File: config.mk
export PLATFORM = sky130hd
export DESIGN_NAME = mpsm_ctrl
export DESIGN_NICKNAME = d
export VERILOG_FILES = /design/src/rtl/core/mpsm_pkg.sv /design/src/rtl/core/mpsm_ctrl.sv
export SDC_FILE = /design/constraint.sdc
export NUM_CORES = 1
export LEC_CHECK = 0
export BUFFER_PORTS_ARGS = -buffer_cell sky130_fd_sc_hd__buf_2
export CORE_MARGIN = 2
export CORE_UTILIZATION = 57
export CTS_CLUSTER_DIAMETER = 150
export CTS_CLUSTER_SIZE = 16
export DETAILED_ROUTE_END_ITERATION = 16
export HOLD_SLACK_MARGIN = 0.02
export PLACE_DENSITY = 0.83
export SYNTH_ARGS = -nofsm -noshare
export SYNTH_HDL_FRONTEND = slang
export SYNTH_SLANG_ARGS = --single-unit
File: constraint.sdc
create_clock -name clk_i -period 3.6 [get_ports clk_i]
set_input_delay 0.36 -clock clk_i [delete_from_list [all_inputs] [get_ports clk_i]]
set_output_delay 0.36 -clock clk_i [all_outputs]
set_load 0.02 [all_outputs]
File: src/rtl/core/mpsm_pkg.sv
// ----------------------------------------------------------------------------
// mpsm_pkg: shared types and constants of the multi-pattern string matcher
// Sizes, request and status codes, payload structs, controller states and
// the command and status structs between controller and datapath.
// ----------------------------------------------------------------------------
`default_nettype none

package mpsm_pkg;

  localparam int NODES       = 4096;
  localparam int ALPHABET    = 26;
  localparam int NODE_W      = $clog2(NODES);
  localparam int CNT_W       = NODE_W + 1;
  localparam int SYM_W       = 5;
  localparam int CHILD_DEPTH = NODES * ALPHABET;
  localparam int CADDR_W     = $clog2(CHILD_DEPTH);

  localparam logic [1:0] REQ_INSERT = 2'd0;
  localparam logic [1:0] REQ_BUILD  = 2'd1;
  localparam logic [1:0] REQ_SCAN   = 2'd2;

  localparam logic [1:0] ST_OK          = 2'd0;
  localparam logic [1:0] ST_TABLE_FULL  = 2'd1;
  localparam logic [1:0] ST_WRONG_PHASE = 2'd2;

  typedef struct packed {
    logic [1:0]       req_type;
    logic [SYM_W-1:0] symbol;
    logic             last;
  } in_item_t;

  typedef struct packed {
    logic       hit;
    logic       found;
    logic [1:0] status;
  } out_item_t;

  typedef enum logic [4:0] {
    S_CLEAR, S_IDLE, S_DISPATCH, S_INS_EV,
    S_B_POP, S_B_CUR, S_B_FCUR, S_B_CHRD, S_B_CH, S_B_LINK, S_B_MARK,
    S_W_CHK, S_W_CH, S_W_FL,
    S_SC_MARK, S_SC_EV, S_RESP
  } state_e;

  typedef enum logic [4:0] {
    OP_NONE, OP_CLEAR, OP_ACCEPT,
    OP_INS_RD, OP_INS_EV, OP_INS_DROP, OP_WRONG,
    OP_B_INIT, OP_B_POP, OP_B_DONE, OP_B_CUR, OP_B_FCUR, OP_B_CHRD,
    OP_B_NEXT, OP_B_WALK, OP_B_LINK, OP_B_MARK,
    OP_W_ROOT, OP_W_RD, OP_W_HIT, OP_W_FRD, OP_W_FL,
    OP_SC_START, OP_SC_ROOT, OP_SC_MARK, OP_SC_EV, OP_RESP
  } dp_op_e;

  typedef struct packed {
    dp_op_e op;
  } cmd_t;

  typedef struct packed {
    logic       clr_last;
    logic [1:0] req;
    logic       sym_ok;
    logic       built;
    logic       dropped;
    logic       head_lt_tail;
    logic       ch_zero;
    logic       wn_zero;
    logic       s_last;
    logic       out_free;
  } sts_t;

endpackage

`default_nettype wire

File: src/rtl/core/mpsm_ctrl.sv
// ----------------------------------------------------------------------------
// mpsm_ctrl: sequencing state machine of the matcher
// Steps through insert, build and scan work and issues datapath commands.
// ----------------------------------------------------------------------------
`default_nettype none

module mpsm_ctrl import mpsm_pkg::*; (
  input  wire logic clk_i,
  input  wire logic rst_ni,
  input  wire logic in_valid_i,
  output logic      in_ready_o,
  input  wire sts_t sts_i,
  output cmd_t      cmd_o
);

  state_e state_q, state_d;
  logic   build_q, build_d;   // walk belongs to the build pass

  always_ff @(posedge clk_i or negedge rst_ni) begin
    if (!rst_ni) begin
      state_q <= S_CLEAR;
      build_q <= 1'b0;
    end else begin
      state_q <= state_d;
      build_q <= build_d;
    end
  end

  always_comb begin
    state_d = state_q;
    build_d = build_q;
    unique case (state_q)
      S_CLEAR:    if (sts_i.clr_last) state_d = S_IDLE;
      S_IDLE:     if (in_valid_i) state_d = S_DISPATCH;
      S_DISPATCH: begin
        unique case (sts_i.req)
          REQ_INSERT: begin
            if (sts_i.built) state_d = S_RESP;
            else if (sts_i.dropped) state_d = S_RESP;
            else state_d = S_INS_EV;
          end
          REQ_BUILD: state_d = sts_i.built ? S_RESP : S_B_POP;
          REQ_SCAN: begin
            build_d = 1'b0;
            if (!sts_i.built) state_d = S_RESP;
            else if (sts_i.sym_ok) state_d = S_W_CHK;
            else state_d = S_SC_MARK;
          end
          default: state_d = S_RESP;
        endcase
      end
      S_INS_EV:  state_d = S_RESP;
      S_B_POP:   state_d = sts_i.head_lt_tail ? S_B_CUR : S_RESP;
      S_B_CUR:   state_d = S_B_FCUR;
      S_B_FCUR:  state_d = S_B_CHRD;
      S_B_CHRD:  state_d = S_B_CH;
      S_B_CH: begin
        if (sts_i.ch_zero) begin
          state_d = sts_i.s_last ? S_B_POP : S_B_CHRD;
        end else begin
          build_d = 1'b1;
          state_d = S_W_CHK;
        end
      end
      S_B_LINK:  state_d = S_B_MARK;
      S_B_MARK:  state_d = sts_i.s_last ? S_B_POP : S_B_CHRD;
      S_W_CHK: begin
        if (sts_i.wn_zero) state_d = build_q ? S_B_LINK : S_SC_MARK;
        else state_d = S_W_CH;
      end
      S_W_CH: begin
        if (!sts_i.ch_zero) state_d = build_q ? S_B_LINK : S_SC_MARK;
        else state_d = S_W_FL;
      end
      S_W_FL:    state_d = S_W_CHK;
      S_SC_MARK: state_d = S_SC_EV;
      S_SC_EV:   state_d = S_RESP;
      S_RESP:    if (sts_i.out_free) state_d = S_IDLE;
      default:   state_d = S_IDLE;
    endcase
  end

  always_comb begin
    cmd_o.op   = OP_NONE;
    in_ready_o = 1'b0;
    unique case (state_q)
      S_CLEAR: cmd_o.op = OP_CLEAR;
      S_IDLE: begin
        in_ready_o = 1'b1;
        if (in_valid_i) cmd_o.op = OP_ACCEPT;
      end
      S_DISPATCH: begin
        unique case (sts_i.req)
          REQ_INSERT: begin
            if (sts_i.built) cmd_o.op = OP_WRONG;
            else if (sts_i.dropped) cmd_o.op = OP_INS_DROP;
            else cmd_o.op = OP_INS_RD;
          end
          REQ_BUILD: cmd_o.op = sts_i.built ? OP_WRONG : OP_B_INIT;
          REQ_SCAN: begin
            if (!sts_i.built) cmd_o.op = OP_WRONG;
            else if (sts_i.sym_ok) cmd_o.op = OP_SC_START;
            else cmd_o.op = OP_SC_ROOT;
          end
          default: cmd_o.op = OP_WRONG;
        endcase
      end
      S_INS_EV:  cmd_o.op = OP_INS_EV;
      S_B_POP:   cmd_o.op = sts_i.head_lt_tail ? OP_B_POP : OP_B_DONE;
      S_B_CUR:   cmd_o.op = OP_B_CUR;
      S_B_FCUR:  cmd_o.op = OP_B_FCUR;
      S_B_CHRD:  cmd_o.op = OP_B_CHRD;
      S_B_CH:    cmd_o.op = sts_i.ch_zero ? OP_B_NEXT : OP_B_WALK;
      S_B_LINK:  cmd_o.op = OP_B_LINK;
      S_B_MARK:  cmd_o.op = OP_B_MARK;
      S_W_CHK:   cmd_o.op = sts_i.wn_zero ? OP_W_ROOT : OP_W_RD;
      S_W_CH:    cmd_o.op = sts_i.ch_zero ? OP_W_FRD : OP_W_HIT;
      S_W_FL:    cmd_o.op = OP_W_FL;
      S_SC_MARK: cmd_o.op = OP_SC_MARK;
      S_SC_EV:   cmd_o.op = OP_SC_EV;
      S_RESP:    if (sts_i.out_free) cmd_o.op = OP_RESP;
      default:   cmd_o.op = OP_NONE;
    endcase
  end

endmodule

`default_nettype wire

==> reports/results.md, run 1 <==
| Step | Result | This run |
| --- | --- | --- |
| route | Total wire length after detailed routing | 2373 um |
| clock network | CTS tree | built |
| clock network | Total number of H-tree levels | 1 |
| clock network | Clock insertion delay at the later pin of the skew report | 0.26 ns |
| final layout | Syn-to-layout area delta | 10.35% |
| sta | Final Setup Violations | 0 |
| final layout | Post-layout instance area | 987.2 um2 |
| route | Iteration count of the initial detailed-routing pass | 4 |
| job | Total of max-cap violations | 0 |
| sta | Shortest period the worst path allows | 2.467 ns |
| final layout | Antenna diode count | 0 |
| sta | Relative slew slack | 56.37% |
| sta | Total count of hold-check failures in the final report | 0 |
| sta | Slew Limit Fails | 0 |
| setup path | Max FO, Critical Path | 17 |
| route | Iteration-0 DRC count of the detailed router | 61 |
| floorplan | Die width | 43.62 um |
| clock network | CTS Sinks | 6 |
| setup path | Sort of element at the start of the critical path | register |
| power and ir drop | Power per Cell Area | 785.9 nW/um2 |
| setup path | Required time at the endpoint of the critical path | 3.24 ns |
| final layout | Area occupied by registers | 150.1 um2 |
| clock network | Largest buffer count on any clock path | 2 |
| floorplan | Ports | 20 |
| route | Post-detailed-route wirelength per cell | 15.21 um |
| final layout | Fillcell total | 136 |
| placement | Final weighted congestion of routability-driven global placement | 0.9185 |
| yosys | #FFs+latches synth | 6 |
| floorplan | Floorplan row count | 14 |
| global route | Pin count of the biggest net entering global routing | 24 |
| final layout | Share of final-layout standard cells stronger than drive strength 1 | 16.43% |
| setup path | Setup crit end kind | output pin |
| clock network | Post-CTS setup buffer count | 0 |
| final layout | Multi-input gate area in the final layout | 666.9 um2 |
| route | Antenna Violating Nets Remaining | 0 |
| status | Result of the run | completed |
| yosys | Number of synthesized flops with an enable pin | 0 |
| power and ir drop | Total power consumption of the routed design | 0.7759 mW |
| yosys | Syn Area/Cell | 7.100 um2 |
| hold path | Path class of the lowest-slack min-delay path | input pin to asynchronous set/reset pin |
| floorplan | Die area | 1902 um2 |
| global route | Number of antenna violations at the first check in global routing | 0 |
| yosys | Count of different cell masters after synthesis | 47 |
| yosys | Share of the yosys chip area belonging to registers | 16.78% |
| global route | Grt total ovfl | 0 |
| floorplan | Starting density of the core | 60.08% |
| yosys | Count of yosys warnings during synthesis | 0 |
| route | DRC violation count after routing | 0 |
| power and ir drop | Peak supply drop | 667.2 uV |
| route | Total via count after detailed routing | 1043 |
| global route | Via count of the first global-routing pass | 880 |
| yosys | Mapped cell area | 894.6 um2 |
| placement | Number of buffers inserted by port buffering | 19 |
| clock network | Inserted Clock Buffers | 3 |
| power and ir drop | Leakage power total | 0.4111 nW |
| placement | Detail Placement HPWL | 1794 um |
| yosys | Proportion of register bits with asynchronous set or reset after synthesis | 100.0% |
| final layout | Most common cell after layout, fill and taps aside | sky130_fd_sc_hd__buf_2 |
| floorplan | Total core area | 1489 um2 |
| floorplan | Vertical extent of the die | 43.62 um |
| global route | GRT Total Usage | 27.46% |
| yosys | Syn Inst Count | 126 |
| sta | Accumulated negative setup slack | 0 ns |
| sta | Max Freq | 405.4 MHz |
| placement | Placed inst area | 954.7 um2 |
| sta | Setup skew after layout | 0.005082 ns |
| final layout | Final layout net count | 160 |
| setup path | WP data arrival | 2.11 ns |
| global route | Global-route wire length before repair | 3926 um |
| yosys | Most used DFF post-synth | sky130_fd_sc_hd__dfrtp_1 |
| clock network | Clock transition time at the flip-flop clock pins of the worst setup and hold paths | 0.05 ns |
| sta | Share of the clock period used by the worst path after layout | 68.52% |
| yosys | Synthesized net count | 144 |
| route | Routed via count divided by cell count | 6.686 |
| final layout | Share of the core filled with cells in the final layout | 66.30% |
| sta | Worst-Margin Slew | 0.6544 ns |
| final layout | Highest-count cells in the layout ignoring fill and taps | sky130_fd_sc_hd__buf_2, sky130_fd_sc_hd__nor2_1, sky130_fd_sc_hd__o21ai_0 |
| clock network | Buffer cell driving the clock tree root | sky130_fd_sc_hd__clkbuf_4 |
| sta | Setup repair after global routing missed its margin | false |
| setup path | Setup Crit Path Kind | register to output pin |
-- sequential cells by signal, indices dropped and copies added, names as in the netlist --
name     count
build_q      1
state_q      5
-- path summary, 6_finish.rpt --
| path | start | cells past startpoint | slack [ns] | end |
|---|---|---|---|---|
| max | state_q[3] | 5 | 1.13 | cmd_o[0] |
| min | rst_ni | 2 | 0.45 | state_q[0] |
| max reg2reg | state_q[3] | 4 | 1.72 | state_q[1] |
| min reg2reg | build_q | 2 | 0.58 | build_q |
| max in group asynchronous | rst_ni | 2 | 3.01 | state_q[2] |
| min in group clk_i | sts_i[2] | 4 | 0.47 | state_q[2] |
-- per-stage QoR --
step                hold slack (ns)  cells  setup slack [ns]
floorplan                   0.06441    126             1.546
global placement             0.1863    152             1.458
detailed placement           0.1870    152             1.433
CTS                          0.4488    156             1.154
global route                 0.4579    156            0.9004
finish                       0.4479    156             1.133
-- repair_timing --
action	4_1_cts	5_1_grt
hold endpoints to repair	6	0
hold buffers	1	0
resized for setup	0	0
-- power breakdown --
part	switching, mW	total, mW	internal [mW]
logic	0.293	0.503	0.210
registers	0.115	0.207	0.0925
clock network	0.0276	0.0655	0.0379
total	0.436	0.776	0.340
-- cell families after synthesis --
logic type,count (synthesis),share of synthesized area (%)
and+or+nand+nor,51,30.91
AOI/OAI and AO/OA,46,33.85
buffers and inverters,15,8.670
DFF,6,16.78
adders and majority gates,4,5.595
xor gates and xnor gates,2,1.958
muxes,2,2.238
-- metal layers --
layer | GRT usage (%) | part of all wire, % | up-vias
met1 | 38.05 | 42 | 467
met5 | 0 | 0 | -
met2 | 41.18 | 46 | 69
met4 | 7.879 | 0.67 | 0
li1 | - | - | 503
met3 | 8.333 | 11 | 4
-- Yosys cell counts, types with 2 or more instances --
cell type / instances / area share [%]
sky130_fd_sc_hd__nand3b_1: 2 / 1.7
sky130_fd_sc_hd__mux2i_1: 2 / 2.2
sky130_fd_sc_hd__inv_1: 6 / 2.5
sky130_fd_sc_hd__xnor2_1: 2 / 2.0
sky130_fd_sc_hd__dfrtp_1: 6 / 17
sky130_fd_sc_hd__buf_4: 2 / 1.7
sky130_fd_sc_hd__nor3_1: 4 / 2.2
sky130_fd_sc_hd__nor2_1: 15 / 6.3
sky130_fd_sc_hd__nand2_1: 4 / 1.7
sky130_fd_sc_hd__a31oi_1: 3 / 2.1
sky130_fd_sc_hd__o21ai_0: 11 / 6.2
sky130_fd_sc_hd__a21oi_1: 9 / 5.0
sky130_fd_sc_hd__ha_1: 4 / 5.6
sky130_fd_sc_hd__a22oi_1: 5 / 4.2
sky130_fd_sc_hd__buf_2: 5 / 2.8
sky130_fd_sc_hd__nor2b_1: 3 / 2.1
sky130_fd_sc_hd__nand2b_1: 9 / 6.3
sky130_fd_sc_hd__a21o_1: 2 / 1.7
sky130_fd_sc_hd__nand3_1: 4 / 2.2
-- area by class of cell --
type,count,area share (%)
inverters,6,2.281
repair buffers,20,10.65
clock buffers,3,2.281
well taps,16,2.028
multi-input cells,105,67.55
flip-flops and latches,6,15.21
-- critical path: stages, from the launching register on --
cell                       delay (ns)
sky130_fd_sc_hd__dfrtp_1         0.66
sky130_fd_sc_hd__nand2b_1        0.23
sky130_fd_sc_hd__nor4_1          0.54
sky130_fd_sc_hd__nor2_1          0.09
sky130_fd_sc_hd__or4b_1          0.17
sky130_fd_sc_hd__buf_2           0.16
Note: power is estimated with default switching activity, not from simulation.
==> run 2, diff against run 1 <==
--- a/config.mk
+++ b/config.mk
@@ -5,14 +5,15 @@
 export SDC_FILE = /design/constraint.sdc
 export NUM_CORES = 1
 export LEC_CHECK = 0
+export ABC_AREA = 1
 export BUFFER_PORTS_ARGS = -buffer_cell sky130_fd_sc_hd__buf_2
 export CORE_MARGIN = 2
-export CORE_UTILIZATION = 57
+export CORE_UTILIZATION = 54
 export CTS_CLUSTER_DIAMETER = 150
 export CTS_CLUSTER_SIZE = 16
 export DETAILED_ROUTE_END_ITERATION = 16
 export HOLD_SLACK_MARGIN = 0.02
-export PLACE_DENSITY = 0.83
+export PLACE_DENSITY = 0.79
 export SYNTH_ARGS = -nofsm -noshare
 export SYNTH_HDL_FRONTEND = slang
 export SYNTH_SLANG_ARGS = --single-unit
==> constraint.sdc (replaced) <==
create_clock -name clk_i -period 2.3 [get_ports clk_i]
set_input_delay 0.23 -clock clk_i [delete_from_list [all_inputs] [get_ports clk_i]]
set_output_delay 0.23 -clock clk_i [all_outputs]
set_load 0.02 [all_outputs]
==> run 2 against run 1 <==
Critical path depth is 3 higher. Clock-buffer cell count did not move. Cell area increased by 12%. Cell count grew 38%. Via count is 17% higher. Highest routed layer unchanged. Critical path type unchanged. Non-clock buffer count stayed put. Sequential cell count is the same. Combinational power up 72%. Power is 54% higher. Sequential power up 15%. Clock power increased by 40%.
==> reports/results.md, run 2 <==
| Step | Result | This run | vs previous |
| --- | --- | --- | --- |
| sta | Accumulated negative setup slack | 0 ns | unchanged |
| placement | Final weighted congestion of routability-driven global placement | 0.9633 | +4.9% |
| setup path | Setup crit end kind | output pin |  |
| yosys | Yosys top cell by area | sky130_fd_sc_hd__dfrtp_1 |  |
| clock network | Largest buffer count on any clock path | 2 | unchanged |
| sta | Setup repair after global routing missed its margin | false |  |
| route | Total via count after detailed routing | 1221 | +17% |
| clock network | Buffer cell driving the clock tree root | sky130_fd_sc_hd__clkbuf_4 |  |
| sta | Max Freq | 477.3 MHz |  |
| global route | Via count of the first global-routing pass | 1099 | +25% |
| yosys | Synth area leaders | sky130_fd_sc_hd__dfrtp_1, sky130_fd_sc_hd__nand2_1, sky130_fd_sc_hd__inv_1 |  |
| global route | GRT Total Usage | 28.35% | +0.89 points |
| yosys | Syn Area/Cell | 5.730 um2 | -19% |
| sta | Worst-Margin Slew | 0.4549 ns | -0.1994 ns |
| global route | Number of antenna violations at the first check in global routing | 0 | unchanged |
| yosys | Number of synthesized flops with an enable pin | 0 | unchanged |
| route | DRC violation count after routing | 0 | unchanged |
| final layout | Multi-input gate area in the final layout | 684.4 um2 | +2.6% |
| route | Wire length on met2 | 1281 um | +17% |
| yosys | Count of yosys warnings during synthesis | 0 | unchanged |
| yosys | Top cell type's share of synthesized area | 15.50% | -1.3 points |
| route | Top Metal Used | met4 |  |
| floorplan | Vertical extent of the die | 46.35 um | +6.3% |
| clock network | Clock transition time at the flip-flop clock pins of the worst setup and hold paths | 0.04 ns | about the same |
| yosys | Proportion of register bits with asynchronous set or reset after synthesis | 100.0% | unchanged |
| yosys | Most frequent cells after synthesis | sky130_fd_sc_hd__nand2_1, sky130_fd_sc_hd__inv_1, sky130_fd_sc_hd__nor2_1, sky130_fd_sc_hd__nand3_1 |  |
| yosys | Syn Inst Count | 169 | +34% |
| route | Post-detailed-route wirelength per cell | 12.54 um | -18% |
| sta | Worst hold margin | 0.3051 ns | -0.1428 ns |
| final layout | Share of final-layout standard cells stronger than drive strength 1 | 20.53% | +4.1 points |
| floorplan | Die width | 46.35 um | +6.3% |
| sta | Slew Limit Fails | 0 | unchanged |
| global route | Grt total ovfl | 0 | unchanged |
| power and ir drop | Peak supply drop | 972.4 uV | +46% |
| final layout | Most common cell after layout, fill and taps aside | sky130_fd_sc_hd__nand2_1 |  |
| final layout | Area occupied by registers | 150.1 um2 | unchanged |
| yosys | Count of different cell masters after synthesis | 25 | -47% |
| yosys | Share of the yosys chip area belonging to registers | 15.50% | -1.3 points |
| power and ir drop | Leakage power total | 0.6346 nW | +54% |
| setup path | R2r setup slk | 0.72 ns | -1.00 ns |
| route | Wire length on met1 | 1102 um | +11% |
| sta | Total count of hold-check failures in the final report | 0 | unchanged |
| power and ir drop | Power per Cell Area | 1080 nW/um2 | +37% |
| route | Routed via count divided by cell count | 5.679 | -15% |
| global route | Pin count of the biggest net entering global routing | 10 | -58% |
| clock network | CTS Sinks | 6 | unchanged |
| yosys | Most used DFF post-synth | sky130_fd_sc_hd__dfrtp_1 |  |
| route | Antenna Violating Nets Remaining | 0 | unchanged |
| route | Iteration-0 DRC count of the detailed router | 82 | +34% |
| floorplan | Total core area | 1708 um2 | +15% |
| yosys | Synthesized net count | 187 | +30% |
| yosys | #FFs+latches synth | 6 | unchanged |
| sta | Worst Slack Setup Final | 0.2050 ns | -0.9284 ns |
| sta | Final Setup Violations | 0 | unchanged |
| final layout | Biggest regs | state_q: 5 flops, build_q: 1 flops |  |
| final layout | Antenna diode count | 0 | unchanged |
| setup path | Sort of element at the start of the critical path | register |  |
| clock network | Total number of H-tree levels | 1 | unchanged |
| final layout | Highest-count cells in the layout ignoring fill and taps | sky130_fd_sc_hd__nand2_1, sky130_fd_sc_hd__inv_1, sky130_fd_sc_hd__buf_2 |  |
| sta | Shortest period the worst path allows | 2.095 ns |  |
| clock network | Inserted Clock Buffers | 3 | unchanged |
| route | Total met3 wirelength after detailed routing | 239 um | -9.8% |
| placement | Number of buffers inserted by port buffering | 19 | unchanged |
| final layout | Register with the highest flop count | state_q |  |
| setup path | Max FO, Critical Path | 9 | -8 |
| clock network | Post-CTS setup buffer count | 0 | unchanged |
| placement | Post-placement worst setup slack | 0.3436 ns | -1.089 ns |
| floorplan | Ports | 20 | unchanged |
| status | Result of the run | completed |  |
| placement | Detail Placement HPWL | 2187 um | +22% |
| route | Total wire length after detailed routing | 2697 um | +14% |
| floorplan | Starting density of the core | 56.70% | -3.4 points |
| yosys | Mapped cell area | 968.4 um2 | +8.3% |
| placement | Placed Cells | 211 | +39% |
| final layout | Post-layout instance area | 1110 um2 | +12% |
| sta | Setup skew after layout | 0.006076 ns | +0.0009935 ns |
| global route | Global-route wire length before repair | 4457 um | +14% |
| power and ir drop | Total power consumption of the routed design | 1.198 mW | +54% |
| setup path | Required time at the endpoint of the critical path | 2.07 ns | -1.17 ns |
| clock network | Clock insertion delay at the later pin of the skew report | 0.24 ns | -0.02 ns |
| final layout | Fillcell total | 164 | +21% |
| sta | Share of the clock period used by the worst path after layout | 91.09% |  |
| floorplan | Floorplan row count | 15 | +1 |
| final layout | Final instance count without filler cells | 215 | +38% |
| sta | Relative slew slack | 69.39% | +13 points |
| final layout | Share of the core filled with cells in the final layout | 64.98% | -1.3 points |
| final layout | Syn-to-layout area delta | 14.60% |  |
| floorplan | Die area | 2148 um2 | +13% |
| clock network | CTS tree | built |  |
| placement | Placed inst area | 1072 um2 | +12% |
| job | Total of max-cap violations | 0 | unchanged |
| setup path | Setup Crit Path Kind | register to output pin |  |
| setup path | WP data arrival | 1.86 ns | -0.25 ns |
| final layout | Final layout net count | 210 | +31% |
| route | Iteration count of the initial detailed-routing pass | 5 | +1 |
| final layout | Number of flip-flops under the largest register name | 5 | unchanged |
| yosys | Most frequent cell after synthesis | sky130_fd_sc_hd__nand2_1 |  |
| hold path | Path class of the lowest-slack min-delay path | input pin to register |  |
-- run 2: critical path: stages (launching register included) --
cell                      delay (ns)
sky130_fd_sc_hd__dfrtp_1        0.49
sky130_fd_sc_hd__nor2_2         0.34
sky130_fd_sc_hd__nand2_1        0.17
sky130_fd_sc_hd__inv_2          0.11
sky130_fd_sc_hd__nand2_1        0.07
sky130_fd_sc_hd__nor2_1         0.14
sky130_fd_sc_hd__nor3_1         0.06
sky130_fd_sc_hd__nand3_1        0.08
sky130_fd_sc_hd__buf_2          0.16
-- run 2: path summary, 6_finish.rpt --
path                       startpoint    endpoint  depth (start not counted)
max                        state_q[3]    cmd_o[0]                          8
min                          sts_i[4]  state_q[4]                          2
max reg2reg                state_q[4]  state_q[0]                          9
min reg2reg                   build_q     build_q                          2
max in group asynchronous      rst_ni  state_q[4]                          2
min in group asynchronous      rst_ni  state_q[2]                          2
-- run 2: cell type report --
class | instances | share of cell area (%)
Clock buffer | 3 | 2.029
Sequential cell | 6 | 13.53
Tap cell | 25 | 2.819
Timing Repair Buffer | 20 | 9.470
Inverter | 31 | 10.48
Multi-Input combinational cell | 130 | 61.67
-- run 2: cell families (layout without fill, tap and decap cells) --
group,after synthesis,in the layout,share of synthesized area [%]
AO/OA/AOI/OAI,29,29,16.28
adder cells (fa/ha/maj),4,4,5.168
buffers and inverters,33,54,14.34
flip-flops,6,6,15.50
AND/OR/NAND/NOR,97,97,48.71
-- run 2: where the power goes --
part / switching, mW / internal (mW) / leakage (nW)
registers: 0.0888 / 0.151 / 0.0785
logic: 0.594 / 0.273 / 0.542
clock network: 0.0329 / 0.0587 / 0.0138
total: 0.716 / 0.482 / 0.635
-- run 2: timing repair --
action                     4_1_cts  5_1_grt
gates resized for setup          0        1
setup endpoints to repair        0        1
hold endpoints to repair         6        0
hold buffers                     1        0
-- run 2: layer usage --
| metal | global-route usage (%) | up-vias |
|---|---|---|
| li1 | - | 597 |
| met1 | 36.19 | 543 |
| met2 | 46.11 | 71 |
| met3 | 7.059 | 10 |
| met4 | 9.714 | 0 |
| met5 | 0 | - |
